[src/hw/rtl/ctcgd_pkg.sv]
// ----------------------------------------------------------------------------
// ctcgd_pkg
// Types, widths and register indexes shared by the greedy CTC decoder files.
// ----------------------------------------------------------------------------
package ctcgd_pkg;

    localparam int SCORE_BITS      = 16;
    localparam int TOK_W           = 13;
    localparam int DICT_W          = 14;
    localparam int CFG_IDX_W       = 1;
    localparam int CFG_DATA_W      = 14;
    localparam int MAX_CLASSES_DEF = 8192;
    localparam int MAX_TOKENS_DEF  = 64;

    localparam logic [DICT_W-1:0] DICT_RESET = 14'd8192;

    typedef enum logic [CFG_IDX_W-1:0] {
        CFG_RTL_MODE  = 1'b0,
        CFG_DICT_SIZE = 1'b1
    } cfg_index_t;

    typedef struct packed {
        logic signed [SCORE_BITS-1:0] score;
        logic                         step_end;
        logic                         sequence_end;
    } in_item_t;

    typedef struct packed {
        logic [TOK_W-1:0]             token_index;
        logic                         token_valid;
        logic signed [SCORE_BITS-1:0] confidence;
        logic                         overflow;
        logic                         last;
    } out_item_t;

endpackage

[src/hw/rtl/ctc_greedy_decoder.sv]
// ----------------------------------------------------------------------------
// ctc_greedy_decoder
// Greedy CTC decoder: per-step argmax, blank and repeat collapse, token
// buffer in RAM, drain with optional reversal and mean-score confidence.
// ----------------------------------------------------------------------------
// Scores are taken one per cycle; each non-final item has no result.
// At sequence end the sum/count divide runs, and is not started when no token is
// kept; each token is then read from RAM and loaded into the output register.
// Input is held off from sequence end until the last result is loaded into
// the output register. Async active-low reset clears all control state and
// sets rtl_mode 0, dictionary_size 8192.
module ctc_greedy_decoder #(
    parameter int MAX_CLASSES = ctcgd_pkg::MAX_CLASSES_DEF,
    parameter int MAX_TOKENS  = ctcgd_pkg::MAX_TOKENS_DEF
) (
    input  logic                                clk,
    input  logic                                rst_n,
    input  logic                                item_valid,
    output logic                                item_stall,
    input  ctcgd_pkg::in_item_t                 item,
    output logic                                result_valid,
    input  logic                                result_stall,
    output ctcgd_pkg::out_item_t                result,
    input  logic                                cfg_we,
    input  logic [ctcgd_pkg::CFG_IDX_W-1:0]     cfg_index,
    input  logic [ctcgd_pkg::CFG_DATA_W-1:0]    cfg_data
);

    localparam int SB    = ctcgd_pkg::SCORE_BITS;
    localparam int CW    = $clog2(MAX_CLASSES);
    localparam int CCW   = $clog2(MAX_CLASSES + 1);
    localparam int CNT_W = $clog2(MAX_TOKENS + 1);
    localparam int AW    = (MAX_TOKENS > 1) ? $clog2(MAX_TOKENS) : 1;
    localparam int SUM_W = SB + $clog2(MAX_TOKENS) + 1;
    localparam int DW    = ctcgd_pkg::DICT_W;
    localparam int CMP_W = (CW > DW) ? CW : DW;
    localparam int TW    = ctcgd_pkg::TOK_W;

    typedef enum logic [1:0] {S_ACC, S_DIV, S_RD, S_LOAD} state_t;

    state_t                  state_reg;
    logic                    rtl_mode_reg;
    logic [DW-1:0]           dict_size_reg;

    logic signed [SB-1:0]    best_score_reg;
    logic [CW-1:0]           best_class_reg;
    logic [CCW-1:0]          cls_cnt_reg;
    logic [CW-1:0]           prev_reg;
    logic [CNT_W-1:0]        tok_cnt_reg;
    logic signed [SUM_W-1:0] sum_reg;
    logic                    drop_flag_reg;

    logic [CNT_W-1:0]        n_reg;
    logic [CNT_W-1:0]        left_reg;
    logic [AW-1:0]           pos_reg;
    logic                    drop_snap_reg;
    logic signed [SB-1:0]    conf_reg;
    logic                    out_valid_reg;
    ctcgd_pkg::out_item_t    out_reg;

    logic                    in_acc;
    logic                    out_free;
    logic                    in_range;
    logic                    take;
    logic signed [SB-1:0]    cur_score;
    logic [CW-1:0]           cur_class;
    logic                    step_done;
    logic [CW-1:0]           prev_next;
    logic [CNT_W-1:0]        tok_cnt_next;
    logic signed [SUM_W-1:0] sum_next;
    logic                    drop_next;
    logic                    ram_we;
    logic                    ram_re;
    logic [TW-1:0]           ram_rdata;
    logic                    div_start;
    logic                    div_done;
    logic signed [SUM_W-1:0] div_quot;
    logic                    drain_last;

    assign item_stall   = (state_reg != S_ACC);
    assign in_acc       = item_valid && !item_stall;
    assign out_free     = !out_valid_reg || !result_stall;
    assign result_valid = out_valid_reg;
    assign result       = out_reg;
    assign drain_last   = (left_reg == CNT_W'(1));

    // per-item argmax and step-end collapse
    always_comb
    begin
        in_range  = (cls_cnt_reg < CCW'(MAX_CLASSES));
        take      = in_range && ((cls_cnt_reg == '0) || (item.score > best_score_reg));
        cur_score = take ? item.score : best_score_reg;
        cur_class = take ? CW'(cls_cnt_reg) : best_class_reg;
        step_done = item.step_end || item.sequence_end;

        prev_next    = prev_reg;
        tok_cnt_next = tok_cnt_reg;
        sum_next     = sum_reg;
        drop_next    = drop_flag_reg;
        ram_we       = 1'b0;
        if (step_done)
        begin
            if (cur_class == '0)
            begin
                prev_next = '0;
            end
            else if (cur_class != prev_reg)
            begin
                prev_next = cur_class;
                if (CMP_W'(cur_class) < CMP_W'(dict_size_reg))
                begin
                    if (tok_cnt_reg < CNT_W'(MAX_TOKENS))
                    begin
                        ram_we       = in_acc;
                        tok_cnt_next = tok_cnt_reg + 1'b1;
                        sum_next     = sum_reg + SUM_W'(cur_score);
                    end
                    else
                    begin
                        drop_next = 1'b1;
                    end
                end
            end
        end
    end

    assign div_start = in_acc && item.sequence_end && (tok_cnt_next != '0);
    assign ram_re    = (state_reg == S_RD) && out_free && (n_reg != '0);

    ctcgd_ram #(
        .WIDTH (TW),
        .DEPTH (MAX_TOKENS),
        .AW    (AW)
    ) u_token_ram (
        .clk   (clk),
        .we    (ram_we),
        .waddr (tok_cnt_reg[AW-1:0]),
        .wdata (TW'(cur_class)),
        .re    (ram_re),
        .raddr (pos_reg),
        .rdata (ram_rdata)
    );

    ctcgd_div #(
        .DVD_W (SUM_W),
        .DVS_W (CNT_W)
    ) u_div (
        .clk      (clk),
        .rst_n    (rst_n),
        .start    (div_start),
        .dividend (sum_next),
        .divisor  (tok_cnt_next),
        .done     (div_done),
        .quotient (div_quot)
    );

    always_ff @(posedge clk or negedge rst_n)
    begin
        if (!rst_n)
        begin
            rtl_mode_reg  <= 1'b0;
            dict_size_reg <= ctcgd_pkg::DICT_RESET;
        end
        else if (cfg_we)
        begin
            case (cfg_index)
                ctcgd_pkg::CFG_RTL_MODE:  rtl_mode_reg  <= cfg_data[0];
                ctcgd_pkg::CFG_DICT_SIZE: dict_size_reg <= cfg_data;
                default: ;
            endcase
        end
    end

    always_ff @(posedge clk or negedge rst_n)
    begin
        if (!rst_n)
        begin
            state_reg      <= S_ACC;
            best_score_reg <= '0;
            best_class_reg <= '0;
            cls_cnt_reg    <= '0;
            prev_reg       <= '0;
            tok_cnt_reg    <= '0;
            sum_reg        <= '0;
            drop_flag_reg  <= 1'b0;
            n_reg          <= '0;
            left_reg       <= '0;
            pos_reg        <= '0;
            drop_snap_reg  <= 1'b0;
            conf_reg       <= '0;
            out_valid_reg  <= 1'b0;
            out_reg        <= '0;
        end
        else
        begin
            if (out_valid_reg && !result_stall)
            begin
                out_valid_reg <= 1'b0;
            end

            case (state_reg)
                S_ACC:
                begin
                    if (in_acc)
                    begin
                        if (in_range)
                        begin
                            cls_cnt_reg <= cls_cnt_reg + 1'b1;
                        end
                        if (take)
                        begin
                            best_score_reg <= item.score;
                            best_class_reg <= CW'(cls_cnt_reg);
                        end
                        if (step_done)
                        begin
                            cls_cnt_reg   <= '0;
                            prev_reg      <= prev_next;
                            tok_cnt_reg   <= tok_cnt_next;
                            sum_reg       <= sum_next;
                            drop_flag_reg <= drop_next;
                        end
                        if (item.sequence_end)
                        begin
                            // snapshot the sequence, clear for the next one
                            prev_reg      <= '0;
                            tok_cnt_reg   <= '0;
                            sum_reg       <= '0;
                            drop_flag_reg <= 1'b0;
                            n_reg         <= tok_cnt_next;
                            left_reg      <= tok_cnt_next;
                            drop_snap_reg <= drop_next;
                            conf_reg      <= '0;
                            pos_reg       <= rtl_mode_reg ? AW'(tok_cnt_next - 1'b1) : '0;
                            state_reg     <= S_DIV;
                        end
                    end
                end
                S_DIV:
                begin
                    if (n_reg == '0)
                    begin
                        state_reg <= S_RD;
                    end
                    else if (div_done)
                    begin
                        conf_reg  <= div_quot[SB-1:0];
                        state_reg <= S_RD;
                    end
                end
                S_RD:
                begin
                    if (out_free)
                    begin
                        if (n_reg == '0)
                        begin
                            out_reg.token_index <= '0;
                            out_reg.token_valid <= 1'b0;
                            out_reg.confidence  <= '0;
                            out_reg.overflow    <= drop_snap_reg;
                            out_reg.last        <= 1'b1;
                            out_valid_reg       <= 1'b1;
                            state_reg           <= S_ACC;
                        end
                        else
                        begin
                            state_reg <= S_LOAD;
                        end
                    end
                end
                S_LOAD:
                begin
                    out_reg.token_index <= ram_rdata;
                    out_reg.token_valid <= 1'b1;
                    out_reg.confidence  <= drain_last ? conf_reg : '0;
                    out_reg.overflow    <= drain_last && drop_snap_reg;
                    out_reg.last        <= drain_last;
                    out_valid_reg       <= 1'b1;
                    left_reg            <= left_reg - 1'b1;
                    pos_reg             <= rtl_mode_reg ? pos_reg - 1'b1 : pos_reg + 1'b1;
                    state_reg           <= drain_last ? S_ACC : S_RD;
                end
                default:
                begin
                    state_reg <= S_ACC;
                end
            endcase
        end
    end

    // no token write while a sequence is draining
    a_no_write_in_drain: assert property (@(posedge clk) disable iff (!rst_n)
        (state_reg != S_ACC) |-> !ram_we)
        else $error("token write outside accumulation");

    // read data must land in an empty output register
    a_load_free: assert property (@(posedge clk) disable iff (!rst_n)
        (state_reg == S_LOAD) |-> !out_valid_reg)
        else $error("output register busy at read return");

    a_mid_result: assert property (@(posedge clk) disable iff (!rst_n)
        (out_valid_reg && !out_reg.last) |->
            (out_reg.token_valid && !out_reg.overflow && out_reg.confidence == '0))
        else $error("non-final result carries summary fields");

    a_count_bound: assert property (@(posedge clk) disable iff (!rst_n)
        tok_cnt_reg <= CNT_W'(MAX_TOKENS))
        else $error("token count past capacity");

    a_div_done_state: assert property (@(posedge clk) disable iff (!rst_n)
        div_done |-> (state_reg == S_DIV))
        else $error("divide finished outside divide state");

endmodule

[src/hw/rtl/ctcgd_ram.sv]
// ----------------------------------------------------------------------------
// ctcgd_ram
// Generic single-write, single-read RAM with a registered read port.
// ----------------------------------------------------------------------------
module ctcgd_ram #(
    parameter int WIDTH = 13,
    parameter int DEPTH = 64,
    parameter int AW    = (DEPTH > 1) ? $clog2(DEPTH) : 1
) (
    input  logic             clk,
    input  logic             we,
    input  logic [AW-1:0]    waddr,
    input  logic [WIDTH-1:0] wdata,
    input  logic             re,
    input  logic [AW-1:0]    raddr,
    output logic [WIDTH-1:0] rdata
);

    logic [WIDTH-1:0] mem [DEPTH];

    always_ff @(posedge clk)
    begin
        if (we)
        begin
            mem[waddr] <= wdata;
        end
        if (re)
        begin
            rdata <= mem[raddr];
        end
    end

endmodule

[src/hw/rtl/ctcgd_div.sv]
// ----------------------------------------------------------------------------
// ctcgd_div
// Signed by unsigned restoring divider, one quotient bit per cycle,
// truncating toward zero.
// ----------------------------------------------------------------------------
module ctcgd_div #(
    parameter int DVD_W = 23,
    parameter int DVS_W = 7
) (
    input  logic                    clk,
    input  logic                    rst_n,
    input  logic                    start,
    input  logic signed [DVD_W-1:0] dividend,
    input  logic [DVS_W-1:0]        divisor,
    output logic                    done,
    output logic signed [DVD_W-1:0] quotient
);

    localparam int ITER_W = $clog2(DVD_W + 1);

    logic              busy_reg;
    logic              done_reg;
    logic              neg_reg;
    logic [ITER_W-1:0] iter_reg;
    logic [DVD_W-1:0]  q_reg;
    logic [DVS_W-1:0]  rem_reg;
    logic [DVS_W-1:0]  dvs_reg;

    logic [DVD_W-1:0]  mag;
    logic [DVS_W:0]    rem_sh;
    logic              q_bit;
    logic [DVS_W-1:0]  rem_next;

    always_comb
    begin
        mag    = dividend[DVD_W-1] ? DVD_W'(-dividend) : DVD_W'(dividend);
        rem_sh = {rem_reg, q_reg[DVD_W-1]};
        q_bit  = (rem_sh >= {1'b0, dvs_reg});
        if (q_bit)
        begin
            rem_next = DVS_W'(rem_sh - {1'b0, dvs_reg});
        end
        else
        begin
            rem_next = DVS_W'(rem_sh);
        end
    end

    always_ff @(posedge clk or negedge rst_n)
    begin
        if (!rst_n)
        begin
            busy_reg <= 1'b0;
            done_reg <= 1'b0;
            neg_reg  <= 1'b0;
            iter_reg <= '0;
            q_reg    <= '0;
            rem_reg  <= '0;
            dvs_reg  <= '0;
        end
        else
        begin
            done_reg <= 1'b0;
            if (start)
            begin
                busy_reg <= 1'b1;
                neg_reg  <= dividend[DVD_W-1];
                iter_reg <= ITER_W'(DVD_W);
                q_reg    <= mag;
                rem_reg  <= '0;
                dvs_reg  <= divisor;
            end
            else if (busy_reg)
            begin
                // shift in one dividend bit, keep one quotient bit
                q_reg    <= {q_reg[DVD_W-2:0], q_bit};
                rem_reg  <= rem_next;
                iter_reg <= iter_reg - 1'b1;
                if (iter_reg == ITER_W'(1))
                begin
                    busy_reg <= 1'b0;
                    done_reg <= 1'b1;
                end
            end
        end
    end

    assign done     = done_reg;
    assign quotient = $signed(neg_reg ? (~q_reg + 1'b1) : q_reg);

endmodule

[config.mk]
export PLATFORM = sky130hd
export DESIGN_NAME = ctc_greedy_decoder
export DESIGN_NICKNAME = d
export VERILOG_FILES = /design/src/hw/rtl/ctcgd_pkg.sv /design/src/hw/rtl/ctc_greedy_decoder.sv /design/src/hw/rtl/ctcgd_ram.sv /design/src/hw/rtl/ctcgd_div.sv
export SDC_FILE = /design/constraint.sdc
export NUM_CORES = 1
export LEC_CHECK = 0
export ABC_AREA = 1
export CORE_MARGIN = 1.5
export CORE_UTILIZATION = 31
export CTS_CLUSTER_SIZE = 40
export DETAILED_ROUTE_END_ITERATION = 16
export DONT_BUFFER_PORTS = 1
export SLEW_MARGIN = 20
export SYNTH_ARGS = -nofsm -noshare
export SYNTH_HDL_FRONTEND = slang
export SYNTH_SLANG_ARGS = --single-unit
[constraint.sdc]
create_clock -name clk -period 11.1 [get_ports clk]
set_clock_uncertainty 0.1 [all_clocks]
set_input_delay 0.555 -clock clk [delete_from_list [all_inputs] [get_ports clk]]
set_output_delay 0.555 -clock clk [all_outputs]
set_load 0.01 [all_outputs]
After elaboration in Yosys (flattened, before gate mapping). Memory sizes are Yosys's and may differ from the RTL's. A register that Yosys moved wholly into a read port is not among the register bits. Cells that the tools add are included.

Output and inout port bits: 34. RAM bits: 832. Memories kept: 1. Register bits: 219. Word-level logic and storage cells: 179. Input bits: 38.

Memories: u_token_ram.mem (depth 64, width 13, read ports 1, clocked after Yosys merged registers in 1, wr ports 1, line ctcgd_ram.sv:19) `logic [WIDTH-1:0] mem [DEPTH];`.

Muxes and demuxes: 80. Eq/ne operators: 13. Reduce and logical (&&, ||, !) cells: 39. Bitwise logic cells: 2. Order comparisons: 5. Add/subtract/negate cells: 11.

Operator list (number): $mux 23 (10); $mux 16 (7); $mux 7 (12); $mux 13 (5); $mux 32 (2); $pmux 32 s2 (1); $pmux 16 s2 (1); $mux 14 (2); $mux 6 (4); $add 23x16->23 (1); $mux 1 (23); $neg 23->23 (1); $add 16x1->16 const B (1); $gt 16x16->1 (1); $not 16->16 (1); $reduce_and 3->1 (5); $add 14x1->14 const B (1); $logic_not 14->1 (1); $lt 13x14->1 (1); $lt 14x14->1 const B (1); $mux 2 (7); $pmux 7 s2 (1); $reduce_bool 2->1 (7); $reduce_bool 7->1 (2); 31 further kinds (52).

Depth between registers and ports, before layout.
Depth in word-level cells: 14. Gate-level depth with buffers: 43. Gate-level depth less buffers: 40.

By module. Synthesis repeated with hierarchy kept, for this count alone.

Cells, all modules: 4772. Area, all modules: 48297.6 um^2.

By module, submodules not included: ctcgd_ram (seq. area each 25374.3 um^2, cells an instance 2874, instances 1, area an instance 34151.5 um^2); ctc_greedy_decoder (seq. area each 4355.4 um^2, cells an instance 1373, instances 1, area an instance 10565.1 um^2); ctcgd_div (seq. area each 1126.1 um^2, cells an instance 525, instances 1, area an instance 3580.9 um^2).

Worst setup path after synthesis. Ideal clock, no wire load.

Path kind: input port to flip-flop. Start point: input port item[9] (netlist bit). End point: memory u_token_ram.mem[0][0] (enable). Data arrival time: 5.136 ns. Data required time: 10.618 ns. Stages: 27. Slack: 5.482 ns. Library setup time: 0.382 ns. Path buffers: 1. Cell sequence: ha_1 nand2_1 inv_1 a21oi_1 nand3_1 nand2_1 nand2_1 nand2_1 nand2_1 nand2_2 nand2_4 nand2_4 nand2_1 nand2_1 ha_1 a21oi_1 nor2_1 a211oi_1 nand2_2 nand2_1 nand2_1 nor2_4 buf_2 nand4_1 nor2_1 nand3_1 nor2_1.

Cells in the longest elaborated chain, start to end: 11. Elaborated cells between the ends (all ways): 13. Those cells by class: order compare (2); eq/ne (1); mux (7); reduce/logical (3).

Ends and longest elaborated chain: from (decl) (line ctc_greedy_decoder.sv:20) `input ctcgd_pkg::in_item_t item,`; $gt 16x16->1 * (line ctc_greedy_decoder.sv:91) `take = in_range && ((cls_cnt_reg == '0) || (item.score > best_score_reg));`; $logic_or 1x1->1 * (line ctc_greedy_decoder.sv:91); $logic_and 1x1->1 * (line ctc_greedy_decoder.sv:91); $mux 13 *; named net cur_class[3] (line ctc_greedy_decoder.sv:66) `logic [CW-1:0] cur_class;`; $lt 13x14->1 (line ctc_greedy_decoder.sv:110) `if (CMP_W'(cur_class) < CMP_W'(dict_size_reg))`; $mux 1 (line ctc_greedy_decoder.sv:110); $mux 1 (line ctc_greedy_decoder.sv:107) `else if (cur_class != prev_reg)`; $mux 1 * (line ctc_greedy_decoder.sv:103) `if (cur_class == '0)`; $mux 1 * (line ctc_greedy_decoder.sv:101) `if (step_done)`; $mux 1 * (line ctcgd_ram.sv:23) `if (we)`; $mux 1 (not written as such) * (line ctcgd_ram.sv:25) `mem[waddr] <= wdata;`; to (decl) (line ctcgd_ram.sv:19).

The timed path passes the listed nets; every way through them passes the cells marked *.

Final worst setup path.
Start point: register best_score_reg[7]. End point: memory u_token_ram.mem[11][4] (enable).

Cells in the longest elaborated chain, start to end: 11. Elaborated cells between the ends (all ways): 13. Those cells by class: order compare (2); eq/ne (1); mux (7); reduce/logical (3).

Ends and longest elaborated chain: from (decl) (line ctc_greedy_decoder.sv:45) `logic signed [SB-1:0] best_score_reg;`; from (signal assigned) (line ctc_greedy_decoder.sv:212) `best_score_reg <= item.score;`; $gt 16x16->1 * (line ctc_greedy_decoder.sv:91); $logic_or 1x1->1 * (line ctc_greedy_decoder.sv:91); $logic_and 1x1->1 * (line ctc_greedy_decoder.sv:91); $mux 13 *; named net cur_class[7] (line ctc_greedy_decoder.sv:66); $lt 13x14->1 (line ctc_greedy_decoder.sv:110); $mux 1 (line ctc_greedy_decoder.sv:110); $mux 1 (line ctc_greedy_decoder.sv:107); $mux 1 * (line ctc_greedy_decoder.sv:103); $mux 1 * (line ctc_greedy_decoder.sv:101); $mux 1 * (line ctcgd_ram.sv:23); $mux 1 (not written as such) * (line ctcgd_ram.sv:25).

Marked as above.

==> run summary <==
SYNTHESIS
-----------------------------------------------------------------------------------------
Proportion of register bits with asynchronous set or reset after synthesis          20.6%
Gate count of the mapped netlist                                                     4317
Yosys warning count                                                                     0
Number of enable-type register cells in the synthesized netlist                       845
Dominant combinational cell family by area after synthesis                   compound AO/OA/AOI/OAI gates
Adder and majority cell fraction of the synthesized area                            2.06%
Area fraction in compound gates after synthesis                                     13.7%
Most instantiated flip-flop cell in the synthesis netlist                        edfxtp_1
Synth cell count leaders                                                     edfxtp_1, nor2_1, o21ai_0
Share of cell area taken by muxes after synthesis                                 0.0455%
Cell area after technology mapping                                            46700 sq um
Dominant cell by count in the synthesized netlist                                edfxtp_1
Average footprint of a synthesized cell                                        10.8 sq um
Net count of the mapped netlist                                                      4430
Area leader, netlist                                                             edfxtp_1
Share of the synthesized area in the top cell type                                  54.3%
Synthesized-area fraction occupied by xor and xnor cells                           0.993%
Flip-flop and latch count after synthesis                                            1064
Sequential-to-total area share from yosys stat                                      66.0%
Number of library cell types mapped by synthesis                                       57
Cells taking the most area after synthesis                                   edfxtp_1, dfrtp_1, o21ai_0
Simple-gate share of the synthesized area                                           12.7%

ROUTING
-----------------------------------------------------------------------------------------
DR pass1 iterations                                                                     6
Final WL                                                                        132000 um
Remaining routing DRC violations                                                        0
Routed wire per std cell                                                          20.7 um
Detailed-route via count                                                            32791
Starting DRT DRC Count                                                               3693
Number of nets with antenna violations after detailed routing                           0
Post-DR vias/cell                                                                    5.16

POWER AND IR DROP
-----------------------------------------------------------------------------------------
Combinational fraction of design power                                              45.3%
Clock share of power                                                                22.8%
Cell internal pwr                                                                 9.35 mW
Sequential power share                                                              31.9%
Static Leak                                                                       19.0 nW
Total net switching power                                                         7.55 mW
Power per cell area                                                           320 nW/um^2
Worst vdd rail ir drop                                                             362 uV
Switching part of the total power                                                   44.7%

RUN STATUS
-----------------------------------------------------------------------------------------
Run status                                                                      completed

DIE
-----------------------------------------------------------------------------------------
Core Area                                                                    150000 sq um
Floorplan row count                                                                   142
Starting density of the core                                                        31.2%
X dimension of the die                                                             391 um
Die area                                                                     153000 sq um
Die Span Y                                                                         391 um
Ports                                                                                  72

TIMING
-----------------------------------------------------------------------------------------
Total count of max-transition violations in the final report                            0
Final Hold Fails                                                                        0
Final period demand of the worst path                                             7.89 ns
Final period util                                                                   71.1%
Actual transition at the worst max-transition pin                                 1.17 ns
Max transition margin                                                               21.5%
Setup repair after global routing missed its margin                                    no
Maximum clock frequency                                                         0.127 GHz
Post-Route Setup TNS                                                                 0 ns
Finish-stage setup viols                                                                0

GRT
-----------------------------------------------------------------------------------------
Antenna violations before repair                                                        1
Total routing usage reported by global routing                                      16.9%
Final global-route overflow total                                                       0
Vias in the first global route                                                      31419
Most Used Layer, Global Route                                                        met2
Met3 Use GR                                                                         3.89%
Largest net degree at the start of global routing                                     220
GR Util met2                                                                        26.4%
Met1 Use GR                                                                         23.2%
First-pass GRT wire length                                                      197000 um

WORST SETUP PATH
-----------------------------------------------------------------------------------------
CP Launch Type                                                                   register
Delay contributed by the slowest stage of the critical path                       1.25 ns
Critical path required time                                                      11.32 ns
Type of destination of the critical path                                         register
Critical Setup Path Class                                                    register to register
Most Frequent Cell on Critical Path                                               nand2_1
Peak fanout along the critical path                                                    65
Worst EP arrival                                                                  8.11 ns
Slowest CP cell                                                                    nor2_1

CLOCK NETWORK
-----------------------------------------------------------------------------------------
Insertion delay of the later-clocked pin in the worst-skew pair                   0.71 ns
TritonCTS Buffers                                                                     109
CTS Sinks                                                                            1064
Clock root buffer                                                               clkbuf_16
H-tree depth reported by CTS                                                            3
Post-cts repair resize count                                                            0
Clock transition at the registers of the reported paths                           0.06 ns
Clock Tree Buf Depth                                                                    3
Clock tree from TritonCTS                                                             yes

JOB
-----------------------------------------------------------------------------------------
Max-cap viol count                                                                      0

PLACE
-----------------------------------------------------------------------------------------
Gp weighted congestion                                                              0.919
Placed Instances                                                                     6127
Buffers on Ports                                                                        0
Detailed placement HPWL                                                          81000 um

LAYOUT
-----------------------------------------------------------------------------------------
Max reg flops                                                                         832
Proportion of layout cells with a drive suffix above 1                              7.63%
Net total in the final layout                                                        4355
Final non-filler cell total                                                          6354
Largest Register                                                             u_token_ram.mem
Area growth from synthesis to layout                                                12.8%

HOLD PATH
-----------------------------------------------------------------------------------------
Type of the most critical hold path                                          primary input to register

power by group through the flow:
stage	registers, mW	logic (mW)	clock network [mW]
5_1_grt	5.43	8.43	4.07
3_5_place_dp	5.46	7.51	0
3_3_place_gp	5.45	7.47	0
2_1_floorplan	5.27	5.24	0
4_1_cts	5.38	7.56	3.91
6_report	5.38	7.66	3.86
cells by family (layout without fill, tap and decap cells):
logic type,after synthesis,count (layout)
and+or+nand+nor,1438,1438
AOI/OAI and AO/OA,1150,1150
DFF,1064,1064
buffers and inverters,535,555
adders and majority gates,75,75
xor gates and xnor gates,53,53
muxes,2,2
other,0,1
path summary, 6_finish.rpt:
path	from	endpoint	slack (ns)	cells after the start
worst max-delay path	best_score_reg[7]	u_token_ram.mem[11][4]	3.21	28
worst min-delay path	item[0]	prev_reg[11]	0.07	3
worst min register to register	u_token_ram.rdata[7]	result[26]	0.37	2
min in group asynchronous	rst_n	result[2]	0.40	2
max in group asynchronous	rst_n	prev_reg[3]	9.54	3
worst max register to register	best_score_reg[7]	u_token_ram.mem[11][4]	3.21	28
critical path: cells and delay by family (launching register included):
| kind | cells | cell delay [ns] |
|---|---|---|
| simple gates | 18 | 4.99 |
| compound gates | 3 | 0.36 |
| fa+ha+maj | 2 | 0.64 |
| flops | 1 | 0.36 |
| buf+inv | 5 | 1.01 |
metrics by stage:
step	util [%]	area (sq um)	total power, mW	worst slack, ns	hold slack [ns]
4_1_cts	35.1	52600	16.9	3.24	0.0278
2_1_floorplan	-	46700	10.5	5.48	0.159
3_3_place_gp	32.5	48600	12.9	3.14	0.165
5_1_grt	35.2	52700	17.9	2.72	0.0740
6_report	35.2	52700	16.9	3.21	0.0726
3_5_place_dp	32.5	48600	13.0	3.05	0.164
layout make-up:
| cell class | instances | area (sq um) |
|---|---|---|
| Fill cell | 14678 | 97000 |
| Sequential cell | 1064 | 30900 |
| Multi-Input combinational cell | 2718 | 13900 |
| Clock buffer | 122 | 2840 |
| Tap cell | 2016 | 2520 |
| Inverter | 294 | 1130 |
| Clock inverter | 84 | 958 |
| Timing Repair Buffer | 55 | 536 |
| Antenna cell | 1 | 2.50 |
metal layers:
metal / vias to the layer above / part of all wire (%)
li1: 15182 / -
met4: 0 / 2.9
met1: 16015 / 43
met2: 1389 / 46
met3: 205 / 8.9
met5: - / 0
timing repair:
item | CTS | global route
setup buffers | 0 | 0
hold buffers | 19 | 0
endpoints found under the hold margin | 235 | 0
cells in the final DEF, fill, tap and decap left out, drive strengths merged, types with 3 or more instances in the layout:
cell         Yosys  layout
o21ai          683     683
nand4           31      31
o21bai           6       6
o221ai          30      30
clkbuf         211     122
dfrtp          218     218
xnor2           19      19
bufinv           0      16
o311ai           3       3
a21boi           3       3
buf             30      37
o31ai            5       5
dlygate4sd3      0      18
a31oi            7       7
nor3            21      21
nor2           736     736
fa               3       3
nand3          140     140
inv            290     298
edfxtp         845     845
nor4             5       5
ha              72      72
a21oi           88      88
a21o             3       3
a22oi            3       3
xor2            34      34
o32ai            7       7
o22ai          283     283
clkinv           4      58
a211oi           6       6
nand2          501     501
o211ai          16      16
clkinvlp         0       6
Power figures use the tool's default switching activity.
